File: config.mk
export PLATFORM = sky130hd
export DESIGN_NAME = tremaux_maze_step
export DESIGN_NICKNAME = d
export VERILOG_FILES = /design/src/tms_pkg.sv /design/src/tms_nbr_unit.sv /design/src/tms_mark_store.sv /design/src/tremaux_maze_step.sv
export SDC_FILE = /design/constraint.sdc
export NUM_CORES = 1
export LEC_CHECK = 0
export BUFFER_PORTS_ARGS = -buffer_cell sky130_fd_sc_hd__buf_2
export CORE_MARGIN = 8
export CORE_UTILIZATION = 32
export DETAILED_ROUTE_END_ITERATION = 16
export PLACE_DENSITY_LB_ADDON = 0.2
export SYNTH_ARGS = -nofsm -noshare
export SYNTH_HDL_FRONTEND = slang
export SYNTH_SLANG_ARGS = --single-unit
File: constraint.sdc
create_clock -name clk -period 10.85 [get_ports clk]
set_input_delay 1.085 -clock clk [delete_from_list [all_inputs] [get_ports clk]]
set_output_delay 1.085 -clock clk [all_outputs]
set_load 0.005 [all_outputs]
File: src/tms_pkg.sv
`timescale 1ns / 1ps
// ============================================================================
// tms_pkg
// Shared constants, types and codes for the Tremaux maze step block.
// ============================================================================
package tms_pkg;

    localparam int GRID_COLS   = 16;
    localparam int GRID_ROWS   = 16;
    localparam int QUEUE_DEPTH = 3;

    localparam int COL_W       = $clog2(GRID_COLS);
    localparam int ROW_W       = $clog2(GRID_ROWS);
    localparam int NUM_CELLS   = GRID_COLS * GRID_ROWS;
    localparam int CELL_AW     = $clog2(NUM_CELLS);
    localparam int MARK_W      = 2;
    localparam int QHEAD_W     = $clog2(QUEUE_DEPTH);
    localparam int QCOUNT_W    = $clog2(QUEUE_DEPTH + 1);
    localparam int IN_TDATA_W  = 16;
    localparam int OUT_TDATA_W = 8;

    typedef enum logic [1:0] {
        MV_FORWARD = 2'd0,
        MV_RIGHT   = 2'd1,
        MV_LEFT    = 2'd2
    } move_t;

    typedef enum logic [1:0] {
        DIR_NORTH = 2'd0,
        DIR_EAST  = 2'd1,
        DIR_SOUTH = 2'd2,
        DIR_WEST  = 2'd3
    } dir_t;

    // Request from the sequencer to the mark store.
    typedef struct packed {
        logic                clear;
        logic                wr_en;
        logic [CELL_AW-1:0]  addr;
        logic [MARK_W-1:0]   wr_data;
    } mark_req_t;

endpackage

File: src/tms_nbr_unit.sv
`timescale 1ns / 1ps
// ============================================================================
// tms_nbr_unit
// Shared address unit: maps the current cell and a direction to the
// clamped neighbor cell address, or to the cell itself.
// ============================================================================
module tms_nbr_unit
(
    input  logic [tms_pkg::COL_W-1:0]   x,
    input  logic [tms_pkg::ROW_W-1:0]   y,
    input  tms_pkg::dir_t               dir,
    input  logic                        center,
    output logic [tms_pkg::CELL_AW-1:0] addr
);

    logic [tms_pkg::COL_W-1:0] nx;
    logic [tms_pkg::ROW_W-1:0] ny;

    always_comb
    begin
        nx = x;
        ny = y;
        if (!center)
        begin
            unique case (dir)
                tms_pkg::DIR_NORTH:
                begin
                    if (y != tms_pkg::ROW_W'(tms_pkg::GRID_ROWS - 1))
                    begin
                        ny = y + tms_pkg::ROW_W'(1);
                    end
                end
                tms_pkg::DIR_EAST:
                begin
                    if (x != tms_pkg::COL_W'(tms_pkg::GRID_COLS - 1))
                    begin
                        nx = x + tms_pkg::COL_W'(1);
                    end
                end
                tms_pkg::DIR_SOUTH:
                begin
                    if (y != '0)
                    begin
                        ny = y - tms_pkg::ROW_W'(1);
                    end
                end
                tms_pkg::DIR_WEST:
                begin
                    if (x != '0)
                    begin
                        nx = x - tms_pkg::COL_W'(1);
                    end
                end
                default:
                begin
                    nx = x;
                end
            endcase
        end
        addr = tms_pkg::CELL_AW'(32'(ny) * 32'(tms_pkg::GRID_COLS) + 32'(nx));
    end

endmodule

File: src/tms_mark_store.sv
`timescale 1ns / 1ps
// ============================================================================
// tms_mark_store
// Visit mark memory with one registered read port, one write port and a
// valid bit per cell so that a restart clears every mark at once.
// ============================================================================
module tms_mark_store
(
    input  logic                       clk,
    input  logic                       rst_n,
    input  tms_pkg::mark_req_t         req,
    output logic [tms_pkg::MARK_W-1:0] rd_mark
);

    logic [tms_pkg::MARK_W-1:0]    mark_ram [tms_pkg::NUM_CELLS];
    logic [tms_pkg::NUM_CELLS-1:0] valid_reg;
    logic [tms_pkg::MARK_W-1:0]    rd_data_reg;
    logic                          rd_valid_reg;

    always_ff @(posedge clk)
    begin
        if (req.wr_en)
        begin
            mark_ram[req.addr] <= req.wr_data;
        end
        rd_data_reg <= mark_ram[req.addr];
    end

    always_ff @(posedge clk or negedge rst_n)
    begin
        if (!rst_n)
        begin
            valid_reg    <= '0;
            rd_valid_reg <= 1'b0;
        end
        else
        begin
            if (req.clear)
            begin
                valid_reg <= '0;
            end
            else if (req.wr_en)
            begin
                valid_reg[req.addr] <= 1'b1;
            end
            rd_valid_reg <= valid_reg[req.addr];
        end
    end

    // A cell never written since the last clear reads as zero.
    assign rd_mark = rd_valid_reg ? rd_data_reg : '0;

endmodule

File: src/tremaux_maze_step.sv
`timescale 1ns / 1ps
// ============================================================================
// tremaux_maze_step
// Tremaux exploration step: picks the next move of a maze mouse.
// ============================================================================
// Usage:
// The slave channel takes one beat per maze step. s_tuser carries the
// command (0 step, 1 restart); s_tdata carries the cell, heading and the
// open sides. Each step beat yields one beat on the master channel with
// the move in m_tdata; a restart beat clears all visit marks and the move
// queue and yields nothing.
// Sequence: a step is not overlapped with the next; a new beat is taken
// only once the result is in the output register and the block is back
// in S_IDLE. The single mark memory port and the shared neighbor address
// unit make the step sequential: the right, ahead, left and current cell
// marks are read one per cycle, S_DECIDE decides and writes the mark back,
// and S_EMIT loads the output register.
// A restart beat leaves the block idle and ready for the next beat.
// After reset all marks are zero, the queue is empty and the last move is
// forward. The result sits in an output register; while the receiver
// stalls, the block still accepts the next beat and works on it, and only
// waits before overwriting the held result.
// ============================================================================
module tremaux_maze_step
(
    input  logic                            clk,
    input  logic                            rst_n,
    input  logic                            s_tvalid,
    output logic                            s_tready,
    // [3:0] pos_x, [7:4] pos_y, [9:8] heading, [10] open_left,
    // [11] open_ahead, [12] open_right, [15:13] zero
    input  logic [tms_pkg::IN_TDATA_W-1:0]  s_tdata,
    // [0] command
    input  logic                            s_tuser,
    output logic                            m_tvalid,
    input  logic                            m_tready,
    // [1:0] move, [7:2] zero
    output logic [tms_pkg::OUT_TDATA_W-1:0] m_tdata
);

    typedef enum logic [6:0] {
        S_IDLE   = 7'b0000001,
        S_RD_R   = 7'b0000010,
        S_RD_A   = 7'b0000100,
        S_RD_L   = 7'b0001000,
        S_RD_C   = 7'b0010000,
        S_DECIDE = 7'b0100000,
        S_EMIT   = 7'b1000000
    } state_t;

    state_t                        state_reg, state_next;
    logic [tms_pkg::COL_W-1:0]     x_reg, x_next;
    logic [tms_pkg::ROW_W-1:0]     y_reg, y_next;
    logic [1:0]                    hd_reg;
    logic                          opl_reg, opa_reg, opr_reg;
    logic [tms_pkg::MARK_W-1:0]    m_right_reg, m_ahead_reg, m_left_reg;
    tms_pkg::move_t                q_reg [tms_pkg::QUEUE_DEPTH];
    logic [tms_pkg::QHEAD_W-1:0]   head_reg, head_next;
    logic [tms_pkg::QCOUNT_W-1:0]  count_reg, count_next;
    tms_pkg::move_t                last_move_reg;
    tms_pkg::move_t                move_reg;
    logic                          out_valid_reg;
    tms_pkg::move_t                out_move_reg;

    logic                          in_fire;
    logic                          out_free;
    tms_pkg::dir_t                 nbr_dir;
    logic                          nbr_center;
    logic [tms_pkg::CELL_AW-1:0]   nbr_addr;
    tms_pkg::mark_req_t            mark_req;
    logic [tms_pkg::MARK_W-1:0]    rd_mark;

    tms_pkg::move_t                pick;
    tms_pkg::move_t                push0, push1;
    logic                          pick_ahead, pick_right;
    logic [tms_pkg::MARK_W-1:0]    new_mark;

    assign s_tready = (state_reg == S_IDLE);
    assign in_fire  = s_tvalid && s_tready;
    assign out_free = !out_valid_reg || m_tready;

    // Position clamp to the grid.
    assign x_next = (32'(s_tdata[3:0]) > 32'(tms_pkg::GRID_COLS - 1))
                  ? tms_pkg::COL_W'(tms_pkg::GRID_COLS - 1)
                  : tms_pkg::COL_W'(s_tdata[3:0]);
    assign y_next = (32'(s_tdata[7:4]) > 32'(tms_pkg::GRID_ROWS - 1))
                  ? tms_pkg::ROW_W'(tms_pkg::GRID_ROWS - 1)
                  : tms_pkg::ROW_W'(s_tdata[7:4]);

    // Direction for the shared address unit in each read state.
    always_comb
    begin
        nbr_center = 1'b0;
        nbr_dir    = tms_pkg::dir_t'(hd_reg);
        unique case (state_reg)
            S_RD_R:  nbr_dir = tms_pkg::dir_t'(2'(hd_reg + 2'd1));
            S_RD_A:  nbr_dir = tms_pkg::dir_t'(hd_reg);
            S_RD_L:  nbr_dir = tms_pkg::dir_t'(2'(hd_reg + 2'd3));
            default: nbr_center = 1'b1;
        endcase
    end

    tms_nbr_unit u_nbr
    (
        .x      (x_reg),
        .y      (y_reg),
        .dir    (nbr_dir),
        .center (nbr_center),
        .addr   (nbr_addr)
    );

    always_comb
    begin
        mark_req.clear   = in_fire && s_tuser;
        mark_req.wr_en   = (state_reg == S_DECIDE);
        mark_req.addr    = nbr_addr;
        mark_req.wr_data = new_mark;
    end

    tms_mark_store u_marks
    (
        .clk     (clk),
        .rst_n   (rst_n),
        .req     (mark_req),
        .rd_mark (rd_mark)
    );

    // Move choice: fewest marks among open sides, ties go ahead, right, left.
    assign pick_ahead = opa_reg && (!opr_reg || (m_ahead_reg <= m_right_reg))
                                && (!opl_reg || (m_ahead_reg <= m_left_reg));
    assign pick_right = opr_reg && (!opl_reg || (m_right_reg <= m_left_reg));

    always_comb
    begin
        push0      = tms_pkg::MV_FORWARD;
        push1      = tms_pkg::MV_FORWARD;
        pick       = tms_pkg::MV_FORWARD;
        head_next  = head_reg;
        count_next = count_reg;
        if (count_reg == '0)
        begin
            // Queue is refilled from the slot at index zero.
            head_next = '0;
            if (!opl_reg && !opa_reg && !opr_reg)
            begin
                pick       = tms_pkg::MV_RIGHT;
                push0      = tms_pkg::MV_RIGHT;
                push1      = tms_pkg::MV_FORWARD;
                count_next = tms_pkg::QCOUNT_W'(2);
            end
            else if (pick_ahead)
            begin
                pick       = tms_pkg::MV_FORWARD;
                count_next = '0;
            end
            else if (pick_right)
            begin
                pick       = tms_pkg::MV_RIGHT;
                count_next = tms_pkg::QCOUNT_W'(1);
            end
            else if (opl_reg)
            begin
                pick       = tms_pkg::MV_LEFT;
                count_next = tms_pkg::QCOUNT_W'(1);
            end
            else
            begin
                pick       = tms_pkg::MV_FORWARD;
                count_next = '0;
            end
        end
        else
        begin
            pick       = q_reg[head_reg];
            count_next = count_reg - tms_pkg::QCOUNT_W'(1);
            if (head_reg == tms_pkg::QHEAD_W'(tms_pkg::QUEUE_DEPTH - 1))
            begin
                head_next = '0;
            end
            else
            begin
                head_next = head_reg + tms_pkg::QHEAD_W'(1);
            end
        end
    end

    // Mark update of the current cell; rd_mark holds its mark in S_DECIDE.
    always_comb
    begin
        new_mark = rd_mark;
        if (pick == tms_pkg::MV_RIGHT && last_move_reg == tms_pkg::MV_RIGHT)
        begin
            new_mark = tms_pkg::MARK_W'(2);
        end
        else if (pick == tms_pkg::MV_FORWARD && rd_mark == '0)
        begin
            new_mark = tms_pkg::MARK_W'(1);
        end
        else if (rd_mark == tms_pkg::MARK_W'(1))
        begin
            if ((!opl_reg || m_left_reg != '0) && (!opa_reg || m_ahead_reg != '0)
                && (!opr_reg || m_right_reg != '0))
            begin
                new_mark = tms_pkg::MARK_W'(2);
            end
        end
    end

    always_comb
    begin
        state_next = state_reg;
        unique case (state_reg)
            S_IDLE:
            begin
                if (in_fire && !s_tuser)
                begin
                    state_next = S_RD_R;
                end
            end
            S_RD_R:   state_next = S_RD_A;
            S_RD_A:   state_next = S_RD_L;
            S_RD_L:   state_next = S_RD_C;
            S_RD_C:   state_next = S_DECIDE;
            S_DECIDE: state_next = S_EMIT;
            S_EMIT:
            begin
                if (out_free)
                begin
                    state_next = S_IDLE;
                end
            end
            default:  state_next = S_IDLE;
        endcase
    end

    always_ff @(posedge clk or negedge rst_n)
    begin
        if (!rst_n)
        begin
            state_reg     <= S_IDLE;
            head_reg      <= '0;
            count_reg     <= '0;
            last_move_reg <= tms_pkg::MV_FORWARD;
            out_valid_reg <= 1'b0;
        end
        else
        begin
            state_reg <= state_next;
            if (in_fire && s_tuser)
            begin
                head_reg  <= '0;
                count_reg <= '0;
            end
            else if (state_reg == S_DECIDE)
            begin
                head_reg      <= head_next;
                count_reg     <= count_next;
                last_move_reg <= pick;
            end
            if (state_reg == S_EMIT && out_free)
            begin
                out_valid_reg <= 1'b1;
            end
            else if (m_tready)
            begin
                out_valid_reg <= 1'b0;
            end
        end
    end

    always_ff @(posedge clk)
    begin
        if (in_fire)
        begin
            x_reg   <= x_next;
            y_reg   <= y_next;
            hd_reg  <= s_tdata[9:8];
            opl_reg <= s_tdata[10];
            opa_reg <= s_tdata[11];
            opr_reg <= s_tdata[12];
        end
        // Read data is registered, so each mark is captured in the state that follows its address state.
        if (state_reg == S_RD_A)
        begin
            m_right_reg <= rd_mark;
        end
        if (state_reg == S_RD_L)
        begin
            m_ahead_reg <= rd_mark;
        end
        if (state_reg == S_RD_C)
        begin
            m_left_reg <= rd_mark;
        end
        if (state_reg == S_DECIDE)
        begin
            move_reg <= pick;
            if (count_reg == '0)
            begin
                q_reg[0] <= push0;
                q_reg[1] <= push1;
            end
        end
        if (state_reg == S_EMIT && out_free)
        begin
            out_move_reg <= move_reg;
        end
    end

    assign m_tvalid = out_valid_reg;
    assign m_tdata  = tms_pkg::OUT_TDATA_W'(out_move_reg);

    a_count_bound: assert property (@(posedge clk) disable iff (!rst_n)
        32'(count_reg) <= tms_pkg::QUEUE_DEPTH)
        else $error("move queue count above depth");

    a_move_code: assert property (@(posedge clk) disable iff (!rst_n)
        m_tvalid |-> (m_tdata[1:0] != 2'd3))
        else $error("result carries an undefined move code");

    a_restart: assert property (@(posedge clk) disable iff (!rst_n)
        (in_fire && s_tuser) |=> (count_reg == '0) && (state_reg == S_IDLE))
        else $error("restart did not empty the queue");

    a_step_start: assert property (@(posedge clk) disable iff (!rst_n)
        (in_fire && !s_tuser) |=> (state_reg == S_RD_R))
        else $error("step beat did not start the mark reads");

    a_emit_load: assert property (@(posedge clk) disable iff (!rst_n)
        (state_reg == S_EMIT && out_free) |=> m_tvalid && (state_reg == S_IDLE))
        else $error("result not loaded into the output register");

endmodule
-- Yosys cells after proc, flatten, opt, wreduce, memory -nomap -nowiden
Memory sizes are Yosys's and may differ from the RTL's. A register that Yosys moved wholly into a read port is not among the register bits.
Index checks and enable logic that the tools add are counted.
- word-level logic and storage cells: 142
- flip-flop bits (word level): 294
- input bits: 21
- memory bits (writable): 515
- output and inout port bits: 10
- memories: 2
- memory list (memory ; words ; bits a word ; read ports ; clocked after memory_dff ; wr ports ; line ; source):
    u_marks.mark_ram ; 256 ; 2 ; 1 ; 1 ; 1 ; tms_mark_store.sv:15 ; logic [tms_pkg::MARK_W-1:0] mark_ram [tms_pkg::NUM_CELLS];
    q_reg ; 3 ; 1 ; 1 ; 0 ; 2 ; tremaux_maze_step.sv:57 ; tms_pkg::move_t q_reg [tms_pkg::QUEUE_DEPTH];
- add/subtract/negate cells: 9
- bitwise operators: 2
- order comparisons: 5
- reductions and logical operators: 40
- mux-type cells: 48
- eq/ne operators: 18
- operators with widths (kind ; count):
    2-to-1 mux 256 bit ; 2
    OR 256 bit ; 1
    one-hot mux 7 bit (7 select lines) ; 1
    2-to-1 mux 2 bit ; 18
    2-to-1 mux 4 bit ; 6
    one-hot mux 4 bit (2 select lines) ; 2
    logical AND 1 bit ; 14
    2-to-1 mux 1 bit ; 14
    2-to-1 mux 7 bit ; 2
    nonzero test 2 bit ; 5
    less-than comparator 8 x 9 -> 1 bit (second input constant) ; 1
    adder 4 x 1 -> 4 bit (second input constant) ; 2
    adder 8 x 4 -> 8 bit ; 1
    binary-select mux 1 bit (select 8 bit) ; 1
    demux 1 bit (select 8 bit) ; 1
    equality test 2 x 1 -> 1 bit (second input constant) ; 4
    >= comparator 8 x 1 -> 1 bit (second input constant) ; 1
    logical NOT 2 bit ; 4
    != test 4 bit (second input constant) ; 2
    nonzero test 4 bit ; 2
    subtractor 4 x 1 -> 4 bit (second input constant) ; 2
    equality test 7 x 1 -> 1 bit (second input constant) ; 1
    equality test 7 x 2 -> 1 bit (second input constant) ; 1
    equality test 7 x 3 -> 1 bit (second input constant) ; 1
    other kinds (17) ; 33

-- Longest topological paths before layout
- word-level depth: 13
- gate-level depth with buffers: 18
- gate-level depth less buffers: 13

-- Cells and area by module
From an unflattened synthesis, not the netlist that was laid out.
- cells, all modules: 2277
- area total of the unflattened synthesis: 33432.1 um^2
- by module, submodules not included (module ; instances ; area each (um^2) ; sequential area each (um^2) ; cells an instance):
    tms_mark_store ; 1 ; 31096.1 ; 21846.0 ; 2057
    tremaux_maze_step ; 1 ; 1831.8 ; 1072.3 ; 152
    tms_nbr_unit ; 1 ; 504.2 ; 0.0 ; 68

-- Least setup slack after synthesis
Ideal clock, no wire load.
- kind: flip-flop to flip-flop
- start: reg m_ahead_reg[1] in the netlist's numbering
- end: mem u_marks.mark_ram[0][0] in the netlist's numbering (data pin)
- period minus slack after synthesis: 9071 ps
- arrival time: 7680 ps
- stages on the path, launching flop included: 10
- required time: 9458 ps
- library setup time: 1392 ps
- path buffers: 0
- path slack: 1779 ps
- path through: edfxtp_1 > ha_1 > nor2b_1 > o211ai_1 > nand3_1 > nor3b_1 > a311o_1 > nor3_1 > a21oi_1 > nor2_1
- RTL lines (item ; line ; source):
    start: declaration ; tremaux_maze_step.sv:56 ; logic [tms_pkg::MARK_W-1:0] m_right_reg, m_ahead_reg, m_left_reg;
    start signal: assignment ; tremaux_maze_step.sv:289 ; m_ahead_reg <= rd_mark;
    end: declaration ; tms_mark_store.sv:15 ;

-- Worst setup path in the final report
- start: reg state_reg[3]
- end: reg u_marks.rd_data_reg[1] in the netlist's numbering, read port of u_marks.mark_ram
- cells in the longest elaborated chain, start to end: 6
- elaborated cells on any way between the ends: 14
- those cells by class: add/sub (1); eq/ne (6); mux (5); reduce/logical (2)
- RTL lines (item ; line ; source):
    start: declaration ; tremaux_maze_step.sv:51 ; state_t state_reg, state_next;
    start signal: assignment ; tremaux_maze_step.sv:248 ; state_reg <= state_next;
    equality test 7 x 4 -> 1 bit / equality test 7 x 2 -> 1 bit (equally long branches) ; tremaux_maze_step.sv:95 ; unique case (state_reg)
    one-hot mux 2 bit (2 select lines) ; tremaux_maze_step.sv:95 ;
    equality test 2 bit (tied with other cells) ; tms_nbr_unit.sv:25 ; unique case (dir)
    one-hot mux 4 bit (2 select lines) ; tms_nbr_unit.sv:25 ;
    2-to-1 mux 4 bit ; tms_nbr_unit.sv:23 ; if (!center)
    adder 8 x 4 -> 8 bit * ; tms_nbr_unit.sv:60 ; addr = tms_pkg::CELL_AW'(32'(ny) * 32'(tms_pkg::GRID_COLS) + 32'(nx));
    end: declaration ; tms_mark_store.sv:17 ; logic [tms_pkg::MARK_W-1:0] rd_data_reg;
Every way passes the cells marked *; elsewhere a longest branch is shown, timed or not.
A chain may end at the register's enable or synchronous reset.

==> results.md <==
Yosys:
- The share of synthesized area occupied by flip-flops and latches is 66.12%.
- The post-synthesis cell type count is 98.
- The number of warnings printed during yosys synthesis is 0.
- The gate count after technology mapping is 2513.
- After synthesis, the mean cell area works out to 13.79 sq um.
- For this run, asynchronously set or reset flops after synthesis account for 33.50%.
- The flip-flop and latch count after synthesis is 809.
- The cell area after synthesis is ~35000 sq um.
- Yosys mapped a number of flops with a built-in enable equal to ~540.
- The main flop type after synthesis is sky130_fd_sc_hd__edfxtp_1.

Route:
- The wire length after detailed routing is slightly above 100000 um.
- The number of antenna-violating nets in the routed design is 0.
- The pre-antenna-repair detailed-routing pass consisted of 6 iterations.
- The average detailed-routed wire length per instance is 25.92 um.
- The via count is 21.89k.
- The number of DRC markers after the initial detailed-route iteration is around 2.0k.
- The number of design rule violations left after detail routing is 0.
- In the routed layout, each cell is associated on average with a via count of 5.486.

Critical path:
- The data arrival at the endpoint of the critical path is 6.27 ns.
- The nature of the critical path startpoint is a flip-flop.
- The category of the worst setup path capture point is a flip-flop.
- The startpoint identified for the worst register-to-register timing path is state_reg[3].
- The endpoint of the worst-slack reg-to-reg timing path is u_marks.rd_data_reg[1].
- The worst setup path is of the flip-flop to flip-flop kind.
- In this run the worst path has a maximum fanout of 106.
- The depth of the worst register-to-register path is 12.
- Data on the critical path is required at its endpoint by 11.34 ns.
- The setup check on the worst reg-to-reg path leaves a slack of around 5.1 ns.

Clock tree:
- The H-tree depth is 3.
- The number of clock buffers added by TritonCTS is 90.
- The number of gates resized after CTS was 0.
- After clock tree synthesis, the flow added hold-fix buffers numbering 0.
- The number of buffers on the longest clock path is 3.
- CTS placed an instance of sky130_fd_sc_hd__clkbuf_16 at the clock tree root.
- TritonCTS built the clock tree.
- The number of setup buffers added after CTS is 0.
- The insertion delay to the later sink of the worst-skew pair is around 0.65 ns.
- CTS saw about 810 sinks.
- Clock-pin slew was measured on the worst setup and hold paths at around 0.06 ns.

Place:
- The HPWL after detailed placement is around 60000 um.
- During placement, the flow inserted port buffers numbering 21.
- The congestion estimate from routability-driven global placement came to roughly 0.80.
- The total placed cells including tap cells is ~3.8k.

Global route:
- The overall global routing resource usage is 16.94%.
- The number of global-route vias before repair is 22.28k.
- Entering global routing, the biggest net connects 257 pins.
- The most congested layer reported by global routing is met2.
- The global-route wire length before repair is 153800 um.
- The initial antenna violation count is 2.
- Global routing consumed, on the met3 layer, 2.863% of the routing resources.
- Global routing consumed, on the met2 layer, 26.76% of the routing resources.
- The aggregate global routing overflow is 0.
- Global routing consumed, on the met1 layer, 23.76% of the routing resources.

Final layout:
- The end-of-flow core utilization is 36.45%.
- The area added between synthesis and finish is 12.72%.
- The number of antenna diodes in the final layout is 0.
- In the final layout, the share of cells above drive strength 1 is 14.46%.
- The finished layout holds roughly 4.0k standard cells, fillers aside.
- The number of flip-flops under the largest register name is 512.
- The net count reported at finish is about 2.5k.

STA:
- The relative slew slack is 1.795%.
- The clock arrives with around 0.019 ns of skew.
- Setup repair after global routing left no endpoint under its margin.
- The max-slew violation count is 0.
- The final hold violation count is 0.
- The transition time at the pin with the least slew margin is 1.473 ns.
- Setup violations remaining at the end of the flow were counted as 0.
- Derived from the worst setup path, the maximum achievable clock frequency is 0.1730 GHz.
- The ratio of final minimum period to clock period is 53.28%.
- The final period demand of the worst path is approximately 5.8 ns.
- In the final timing run, aggregate negative setup slack is 0 ns.

Hold path:
- The worst hold path belongs to the class input port to asynchronous set/reset pin.

Pwr:
- Across the VDD grid, the largest voltage drop is ~190 uV.
- The ratio of total power to cell area is 189.3 nW/um^2.
- The reported leakage power is ~0.014 uW.

Flow run:
- The max-capacitance violation count is 0.

Die:
- The x dimension of the die is 345.1 um.
- The initial utilization of the core area, before any placement, comes to approximately 32%.
- The die span in y is about 350 um.
- For this design the top-level I/O count stands at 31.
- The die covers 119100 sq um.
- The region available for standard cell placement spans 107200 sq um.
- The floorplan has 120 rows.

Status:
- The run finished with clean final reports.
==> cell usage after synthesis (all sizes together) (4+ instances only) <==
library cell	number	area (sq um)
a31oi	19	125.1
a21boi	6	45.04
a32oi	15	131.4
a22o	4	35.03
nor4b	5	50.04
and2	7	43.79
nand4	19	118.9
a21oi	36	187.7
inv	16	60.06
a211oi	12	90.09
o21ai	31	158.9
and3	16	105.1
o2111ai	4	35.03
o211ai	8	60.06
ha	10	125.1
or3	4	25.02
a211o	9	78.83
nor2b	7	43.79
a21o	5	37.54
a311oi	10	87.58
mux2i	71	714.4
a311o	4	40.04
o21a	257	1929
a221oi	5	43.79
o22ai	15	93.84
a22oi	21	157.7
nor3b	11	82.58
mux2	5	56.30
mux4	111	2504
or4	4	33.78
nand3	125	630.6
dfrtp	270	6756
nor3	20	110.1
nor4	12	96.34
buf	86	615.6
nor2	310	1186
clkbuf	85	319.1
nand2	267	1005
o311ai	5	43.79
a221o	4	40.04
edfxtp	536	16100
==> through the flow <==
stage                     power [uW]  worst slack, ns  cell area [sq um]  hold WS (ns)
after floorplan                 4147            1.779              34680        0.4003
after global placement          4417            5.138              36150        0.4179
after detailed placement        4432            5.071              36150        0.4179
after CTS                       7468            5.028              39070        0.4282
after global routing            7637            4.699              39070        0.4336
final                           7395            5.069              39070        0.4113
==> cells in the final DEF (no fill, tap or decap), types with 6 or more instances in the layout <==
cell,synthesis,routed
sky130_fd_sc_hd__edfxtp_1,536,536
sky130_fd_sc_hd__nor2_1,303,301
sky130_fd_sc_hd__dfrtp_1,270,270
sky130_fd_sc_hd__o21a_1,257,257
sky130_fd_sc_hd__nand2_1,266,250
sky130_fd_sc_hd__nand3_1,124,123
sky130_fd_sc_hd__mux4_2,110,110
sky130_fd_sc_hd__clkbuf_16,0,90
sky130_fd_sc_hd__mux2i_1,70,70
sky130_fd_sc_hd__buf_4,25,45
sky130_fd_sc_hd__a21oi_1,34,34
sky130_fd_sc_hd__o21ai_0,29,29
sky130_fd_sc_hd__clkbuf_1,85,24
sky130_fd_sc_hd__a22oi_1,21,21
sky130_fd_sc_hd__buf_2,38,20
sky130_fd_sc_hd__nand4_1,19,19
sky130_fd_sc_hd__nor3_1,18,18
sky130_fd_sc_hd__a31oi_1,18,18
sky130_fd_sc_hd__inv_1,16,16
sky130_fd_sc_hd__o22ai_1,15,15
sky130_fd_sc_hd__nand2_2,1,15
sky130_fd_sc_hd__a32oi_1,15,15
sky130_fd_sc_hd__clkinv_2,0,15
sky130_fd_sc_hd__and3_1,15,14
sky130_fd_sc_hd__a211oi_1,12,12
sky130_fd_sc_hd__nor3b_1,11,11
sky130_fd_sc_hd__clkinv_1,0,11
sky130_fd_sc_hd__a311oi_1,10,10
sky130_fd_sc_hd__ha_1,10,10
sky130_fd_sc_hd__clkbuf_8,0,10
sky130_fd_sc_hd__nor4_1,10,9
sky130_fd_sc_hd__a211o_1,9,9
sky130_fd_sc_hd__o211ai_1,8,8
sky130_fd_sc_hd__nor2b_1,7,7
sky130_fd_sc_hd__inv_6,0,7
sky130_fd_sc_hd__bufinv_16,0,7
sky130_fd_sc_hd__a21boi_0,6,6
sky130_fd_sc_hd__conb_1,1,6
==> routing by layer <==
layer / up-vias / part of all wire [%]
li1: 9486 / -
met1: 11510 / 45
met2: 735 / 46
met3: 158 / 6.0
met4: 0 / 2.9
met5: - / 0
==> area by class of cell <==
type                            instances  area (sq um)
Inverter                               16         60.06
Tap cell                             1403          1755
Clock inverter                         46         444.2
Timing Repair Buffer                   70         533.0
Fill cell                           10270         68130
Sequential cell                       809         22920
Multi-Input combinational cell       1522         10880
Clock buffer                          124          2480
==> cell families after synthesis <==
| kind of cell | synth area share (%) |
|---|---|
| fa+ha+maj | 0.3610 |
| buf+inv | 2.870 |
| simple gates | 10.68 |
| xor+xnor | 0.02527 |
| mux | 9.447 |
| flops | 66.12 |
| other cells | 0.01082 |
| compound gates | 10.49 |
==> critical path, cell delays in order, from the launching register on <==
cell                       delay, ns
sky130_fd_sc_hd__dfrtp_1        0.61
sky130_fd_sc_hd__or4b_4         0.56
sky130_fd_sc_hd__and3_1         0.33
sky130_fd_sc_hd__o21ai_0        0.46
sky130_fd_sc_hd__o211ai_1       0.22
sky130_fd_sc_hd__nand3_4        0.51
sky130_fd_sc_hd__buf_12         0.53
sky130_fd_sc_hd__buf_4          0.55
sky130_fd_sc_hd__mux4_2         0.40
sky130_fd_sc_hd__mux2i_1        0.34
sky130_fd_sc_hd__o211ai_1       0.13
sky130_fd_sc_hd__o21ai_0        0.66
sky130_fd_sc_hd__nand4_1        0.18
==> power by group <==
part / internal (uW) / leakage [uW] / total, uW / switching [uW]
sequential: 3520 / 0.00866 / 3540 / 15.0
clock: 1770 / 0.00143 / 3030 / 1260
combinational: 189 / 0.00388 / 831 / 642
total: 5480 / 0.0140 / 7400 / 1910
==> worst max-delay path by stage <==
stage              startpoint                     end  cells after the start
6_report         state_reg[3]  u_marks.rd_data_reg[1]                     12
5_1_grt          state_reg[3]  u_marks.rd_data_reg[0]                     13
4_1_cts          state_reg[3]  u_marks.rd_data_reg[1]                     12
3_5_place_dp     state_reg[3]  u_marks.rd_data_reg[1]                     12
3_3_place_gp     state_reg[3]  u_marks.rd_data_reg[1]                     12
2_1_floorplan  m_ahead_reg[1]  u_marks.mark_ram[0][0]                      9
(Power assumes the default switching activity.)
